==> src/rtl/mna_pkg.sv <==
// Shared types, widths and codes for the mixed number ALU.
package mna_pkg;

   localparam int IN_WIDTH_DEF = 16;
   localparam int WHOLE_W      = 16;
   localparam int DEN_W        = 15;
   localparam int RES_WHOLE_W  = 62;
   localparam int RES_FRAC_W   = 47;
   localparam int OP_W         = 33;   // improper fraction and multiplier operand
   localparam int NUM_W        = 62;   // signed products and sums
   localparam int MAG_W        = 62;   // unsigned magnitudes in gcd and divider

   typedef enum logic [2:0] {
      ACT_ADD = 3'd0,
      ACT_SUB = 3'd1,
      ACT_MUL = 3'd2,
      ACT_DIV = 3'd3,
      ACT_CMP = 3'd4
   } action_type;

   typedef enum logic [1:0] {
      ST_OK       = 2'd0,
      ST_INTEGRAL = 2'd1,
      ST_DIVZERO  = 2'd2,
      ST_ZERONUM  = 2'd3
   } status_type;

   typedef enum logic [3:0] {
      S_IDLE,
      S_MUL,
      S_CMB,
      S_GCD,
      S_DIV_N,
      S_DIV_D,
      S_DIV_Q,
      S_DONE
   } state_type;

endpackage

==> src/rtl/mna_divider.sv <==
// Restoring unsigned divider, one quotient bit per cycle.
module mna_divider #(
   parameter int W = mna_pkg::MAG_W
) (
   input  logic         clock,
   input  logic         reset,
   input  logic         start,
   input  logic [W-1:0] dividend,
   input  logic [W-1:0] divisor,
   output logic         done,
   output logic [W-1:0] quot,
   output logic [W-1:0] rem
);
   localparam int CW = $clog2(W + 1);

   logic [W-1:0]  quo_ff, quo_in;
   logic [W-1:0]  rem_ff, rem_in;
   logic [W-1:0]  dvs_ff, dvs_in;
   logic [CW-1:0] cnt_ff, cnt_in;
   logic          busy_ff, busy_in;
   logic          done_ff, done_in;
   logic [W:0]    shifted;
   logic [W:0]    trial;

   always_comb begin
      quo_in  = quo_ff;
      rem_in  = rem_ff;
      dvs_in  = dvs_ff;
      cnt_in  = cnt_ff;
      busy_in = busy_ff;
      done_in = 1'b0;
      shifted = {rem_ff, quo_ff[W-1]};
      trial   = shifted - {1'b0, dvs_ff};
      if (start && !busy_ff) begin
         quo_in  = dividend;
         rem_in  = '0;
         dvs_in  = divisor;
         cnt_in  = CW'(W);
         busy_in = 1'b1;
      end else if (busy_ff) begin
         if (!trial[W]) begin
            rem_in = trial[W-1:0];
            quo_in = {quo_ff[W-2:0], 1'b1};
         end else begin
            rem_in = shifted[W-1:0];
            quo_in = {quo_ff[W-2:0], 1'b0};
         end
         cnt_in = cnt_ff - CW'(1);
         if (cnt_ff == CW'(1)) begin
            busy_in = 1'b0;
            done_in = 1'b1;
         end
      end
   end

   always_ff @(posedge clock) begin
      if (reset) begin
         busy_ff <= 1'b0;
         done_ff <= 1'b0;
         cnt_ff  <= '0;
      end else begin
         busy_ff <= busy_in;
         done_ff <= done_in;
         cnt_ff  <= cnt_in;
      end
      quo_ff <= quo_in;
      rem_ff <= rem_in;
      dvs_ff <= dvs_in;
   end

   assign done = done_ff;
   assign quot = quo_ff;
   assign rem  = rem_ff;
endmodule

==> config.mk <==
export PLATFORM = sky130hd
export DESIGN_NAME = mna_divider
export DESIGN_NICKNAME = d
export VERILOG_FILES = /design/src/rtl/mna_pkg.sv /design/src/rtl/mna_divider.sv
export SDC_FILE = /design/constraint.sdc
export NUM_CORES = 1
export LEC_CHECK = 0
export ABC_AREA = 1
export ABC_CLOCK_PERIOD_IN_PS = 4100
export BUFFER_PORTS_ARGS = -buffer_cell sky130_fd_sc_hd__buf_2
export CORE_ASPECT_RATIO = 0.8
export CORE_MARGIN = 3
export CORE_UTILIZATION = 33
export CTS_CLUSTER_DIAMETER = 50
export CTS_CLUSTER_SIZE = 24
export DETAILED_ROUTE_END_ITERATION = 10
export GPL_TIMING_DRIVEN = 0
export HOLD_SLACK_MARGIN = 0.15
export SETUP_SLACK_MARGIN = 0.05
export SYNTH_ARGS = -nofsm -noshare
export SYNTH_HDL_FRONTEND = slang
export SYNTH_SLANG_ARGS = --single-unit
==> constraint.sdc <==
create_clock -name clock -period 4.1 [get_ports clock]
set_input_delay 0.205 -clock clock [delete_from_list [all_inputs] [get_ports clock]]
set_output_delay 0.205 -clock clock [all_outputs]
set_load 0.05 [all_outputs]
# Word level (Yosys, flattened, before mapping)
# Index checks and enable logic that the tools add are counted.
[word_totals]
word_cells = 26
reg_bits = 194
[classes]
bitwise = 1
eq_ne = 1
add_sub_neg = 2
n_reduce_logical = 5
muxes = 10
[ops]
columns = ["cell", "count"]
rows = [
  ["two-way mux 62 bit", 3],
  ["subtractor 63 x 62 -> 63 bit", 1],
  ["two-way mux 6 bit", 2],
  ["equality test 6 x 1 -> 1 bit (second input constant)", 1],
  ["subtractor 6 x 1 -> 6 bit (second input constant)", 1],
  ["two-way mux 1 bit", 5],
  ["OR reduction 3 bit", 1],
  ["nonzero test 2 bit", 1],
  ["OR reduction 2 bit", 1],
  ["logical AND 1 bit", 1],
  ["logical NOT 1 bit", 1],
  ["NOT 1 bit", 1],
]

# Logic depth before layout (Yosys ltp)
[logic_depth]
depth_word = 4
ltp_mapped = 21
depth_no_buf = 20

# Worst setup path before layout
# OpenSTA, ideal clock, no wires.
[synth_path]
path_kind = "reg2reg"
from = "reg busy_ff"
to = "reg dvs_ff[0], enable pin"
period_less_slack_ns = 2.932
setup_ns = 0.450
slack_ns = 1.168
stages_incl_launch_ff = 5
t_arrival_ns = 2.482
cell_sequence = "dfxtp_1 > inv_1 > nand2_1 > inv_2 > clkbuf_1"
[synth_between]
elab_chain_cells = 2
[synth_lines]
columns = ["item", "line_no", "rtl"]
rows = [
  ["from (decl)", "mna_divider.sv:20", "logic busy_ff, busy_in;"],
  ["from (signal assigned)", "mna_divider.sv:62", "busy_ff <= busy_in;"],
  ["logical NOT 1 bit", "mna_divider.sv:34", "if (start && !busy_ff) begin"],
  ["logical AND 1 bit", "mna_divider.sv:34", ""],
  ["to (signal assigned)", "mna_divider.sv:68", "dvs_ff <= dvs_in;"],
  ["to (decl)", "mna_divider.sv:18", "logic [W-1:0] dvs_ff, dvs_in;"],
]
# Every way passes these cells.
# A chain may end at the register's enable or synchronous reset.

# Final worst setup path
[layout_path]
from = "reg quo_ff[61] (netlist: quot[61])"
to = "reg rem_ff[31] (netlist: rem[31])"
[layout_between]
elab_chain_cells = 2
[layout_lines]
columns = ["item", "line_no", "rtl"]
rows = [
  ["from (decl)", "mna_divider.sv:16", "logic [W-1:0] quo_ff, quo_in;"],
  ["from (signal assigned)", "mna_divider.sv:66", "quo_ff <= quo_in;"],
  ["subtractor 63 x 62 -> 63 bit", "mna_divider.sv:33", "trial = shifted - {1'b0, dvs_ff};"],
  ["two-way mux 62 bit", "mna_divider.sv:41", "if (!trial[W]) begin"],
  ["to (signal assigned)", "mna_divider.sv:67", "rem_ff <= rem_in;"],
  ["to (decl)", "mna_divider.sv:17", "logic [W-1:0] rem_ff, rem_in;"],
]
# Every way passes these cells.

==> flow_metrics.py <==
metrics = {
    "outcome": {
        "status": "completed",
    },
    "synth": {
        "yosys.area.top_type": "nand2_1",
        "synth-seq-cells": 194,
        "mappedNetlistArea_sq_mm": 0.0141,
        "syn_nets": 2390,
        "syn_avg_cell_area_sq_um": 6.42,
        "async_reset_ff_share_pct": 0,
        "netlist_top_cells_count": "996 x nand2_1, 448 x inv_1, 134 x nand3_1, 124 x edfxtp_1, 99 x nor2_1",
        "synth_edf_count": 124,
        "synth_top_cell_area_share_pct": 26.5,
        "synthTopCellsByArea": "nand2_1 27%, edfxtp_1 26%, inv_1 12%, dfxtp_1 9.9%, ha_1 5.7%",
        "synthCells": 2198,
        "ys_warn_count": 0,
        "ys_dominant_reg_cell": "edfxtp_1",
        "synth_most_common_cell": "nand2_1",
        "seq_area_frac_synth_pct": 36.3,
        "yosysUniqueCellTypes": 40,
    },
    "grt": {
        "grt_max_degree": 45,
        "grt_util_all_layers_pct": 22.0,
        "grt_overflow_total": 0,
        "grt_pass1_wl_um": 77000,
        "antenna_found_initial": 1,
        "grt_pass1_vias": 14000,
    },
    "drt": {
        "drc": 0,
        "dr_wl_met3_um": 3950,
        "drt_iter0_drc": 969,
        "ant_nets": 0,
        "met2_length_um": 21000,
        "vias_per_cell": 4.54,
        "via_count": 14400,
        "wl_met1_um": 23400,
        "routed.top_layer": "met4",
        "post_drt_wl_per_cell_um": 15.6,
        "dr.pass1.iters": 7,
        "routed_wl_um": 49400,
    },
    "layout": {
        "drive_gt1_share_pct": 14.1,
        "seqCellArea_sq_mm": 0.00512,
        "area_growth_pct": 27.3,
        "multi_input_area_sq_mm": 0.00699,
        "final_nets": 2786,
        "final_util_pct": 42.7,
        "n_fill_cell": 4471,
    },
    "critical_path": {
        "worst_setup_path_end_kind": "flip-flop",
        "crit_type": "flip-flop to flip-flop",
        "crit_slowest_cell": "edfxtp_1",
        "r2r-start": "quot[61]",
        "cp-start-kind": "flip-flop",
        "critical_path_arrival_ns": 3.60,
        "cpPeakStageDelay_ns": 0.42,
        "critPathMaxFanout": 10,
        "worstReg2RegEnd": "rem[31]",
        "rr_worst_depth": 18,
        "regToRegSetupSlack_ns": 0.87,
        "crit_chain": "inv_1 > ha_1 > fa_1 > inv_1 > nand2_1 > nand3_2 > nand2_1 > nand2_2 > nand2_2 > nand2_2 > nand2_4 > nand2_2 > nand2_4 > nand2_8 > buf_6 > nand2_1 > nand3_1 > nand2_1",
        "crit_required_ns": 4.47,
    },
    "timing": {
        "slew-limit-headroom_pct": 20.5,
        "skew_ns": 0.0215,
        "fmax_mhz": 310,
        "tightest_slew_ns": 1.19,
        "hold_viol_final": 0,
        "period_minus_slack_ns": 3.23,
        "hold-worst-slack_ns": 0.174,
        "rsz0062_at_grt": "false",
        "setup_violations": 0,
        "final_max_slew_viol_count": 0,
        "fin_crit_sh_pct": 78.7,
    },
    "hold_path": {
        "holdPathEnd": "quot[0]",
        "hold_class": "input pin to flip-flop",
        "worstHoldStart": "dividend[0]",
        "hold_path_depth": 3,
    },
    "clocking": {
        "ctsRootBufferMaster": "clkbuf_16",
        "clk_pin_slew_worst_paths_ns": 0.09,
        "clk_latency_ns": 0.48,
        "htreeDepth": 4,
        "clockBufferDepth": 2,
        "cts.sink_count": 194,
        "cts_buffers": 17,
        "cts_tree": "done",
    },
    "die": {
        "num_rows": 67,
        "die_w_um": 237,
        "initial_utilization_pct": 33.6,
        "ios": 252,
        "die_h_um": 191,
        "die_area_sq_mm": 0.0453,
        "coreArea_sq_mm": 0.0420,
    },
    "placed_design": {
        "place.gp.congestion": 0.948,
        "io_buffers": 251,
        "hpwl_um": 40400,
    },
    "power_and_ir_drop": {
        "p_per_area_mw_per_mm2": 658,
        "leakage_nw": 10.2,
        "finalPower_mw": 11.8,
        "ir_drop_v": 0.000344,
    },
    "job": {
        "cap_violations": 0,
    },
}
==> cells in the final DEF, fill, tap and decap left out, drive strengths merged, types with 4 or more instances in the layout <==
master | Yosys | routed
nand2 | 1021 | 1021
inv | 465 | 473
buf | 27 | 280
nand3 | 136 | 136
edfxtp | 124 | 124
dlygate4sd3 | 0 | 124
nor2 | 110 | 110
dfxtp | 70 | 70
ha | 64 | 64
nand3b | 48 | 48
a21oi | 35 | 35
clkbuf | 18 | 35
xor2 | 25 | 25
nand4 | 17 | 17
nor3 | 15 | 15
o21ai | 4 | 4
xnor2 | 4 | 4
clkinv | 1 | 4
==> power by group <==
part,total [mW],leakage [nW],switching [mW],internal [mW]
combinational,7.16,8.14,5.07,2.09
sequential,2.89,1.80,0.368,2.52
clock,1.75,0.289,0.876,0.879
total,11.8,10.2,6.32,5.49
==> stage by stage <==
stage	instance area (sq um)	setup WS, ns	instances	TNS, ns
2_1_floorplan	14100	1.17	2198	0
3_3_place_gp	16000	-0.257	3001	-15.80
3_5_place_dp	16100	0.852	3003	0
4_1_cts	17900	0.843	3159	0
5_1_grt	17900	0.626	3159	0
6_report	17900	0.873	3160	0
==> flip-flops by register name, summed over array words and instances, names as in the netlist <==
register	flops
done	1
cnt_ff	6
dvs_ff	62
quot	62
rem	62
busy_ff	1
==> per-layer routing <==
| layer | vias up | GRT usage [%] |
|---|---|---|
| li1 | 7418 | - |
| met1 | 6419 | 30.5 |
| met2 | 472 | 34.1 |
| met3 | 50 | 5.50 |
| met4 | 0 | 6.44 |
| met5 | - | 0 |
==> critical path: cells and delay by family, from the launching register on <==
family,cells,cell delay (ns)
flip-flops,1,0.42
buffers and inverters,3,0.44
adder cells (fa/ha/maj),2,0.65
AND/OR/NAND/NOR,13,1.58
==> how the worst max path moves through the flow <==
stage                        start   endpoint  slack [ns]  cells after the start
after CTS                 quot[61]    rem[31]        0.84                     18
after global placement     busy_ff   quot[56]       -0.26                      6
after global routing      quot[61]    rem[31]        0.63                     18
final                     quot[61]    rem[31]        0.87                     18
after floorplan            busy_ff  dvs_ff[0]        1.17                      4
after detailed placement  quot[61]    rem[31]        0.85                     18
==> final cells by class <==
class	count	share of cell area (%)
clock inverters	15	1.02
well taps	552	3.85
plain buffers	45	1.36
multi-input cells	1493	38.9
diodes	1	0.0139
flip-flops and latches	194	28.6
repair buffers	377	14.1
inverters	466	9.75
clock buffers	17	2.37
==> kinds of logic after synthesis <==
family,share of synthesized area [%]
fa+ha+maj,5.82
xor+xnor,1.80
compound gates,1.82
buf+inv,14.1
simple gates,40.1
flops,36.3
==> what timing repair did <==
| action | in CTS | in global routing |
|---|---|---|
| resized for setup | 0 | 0 |
| endpoints found under the hold margin | 131 | 0 |
| setup buffers | 0 | 0 |
| hold buffers | 124 | 0 |
No activity file was read; power rests on OpenSTA's default activity.
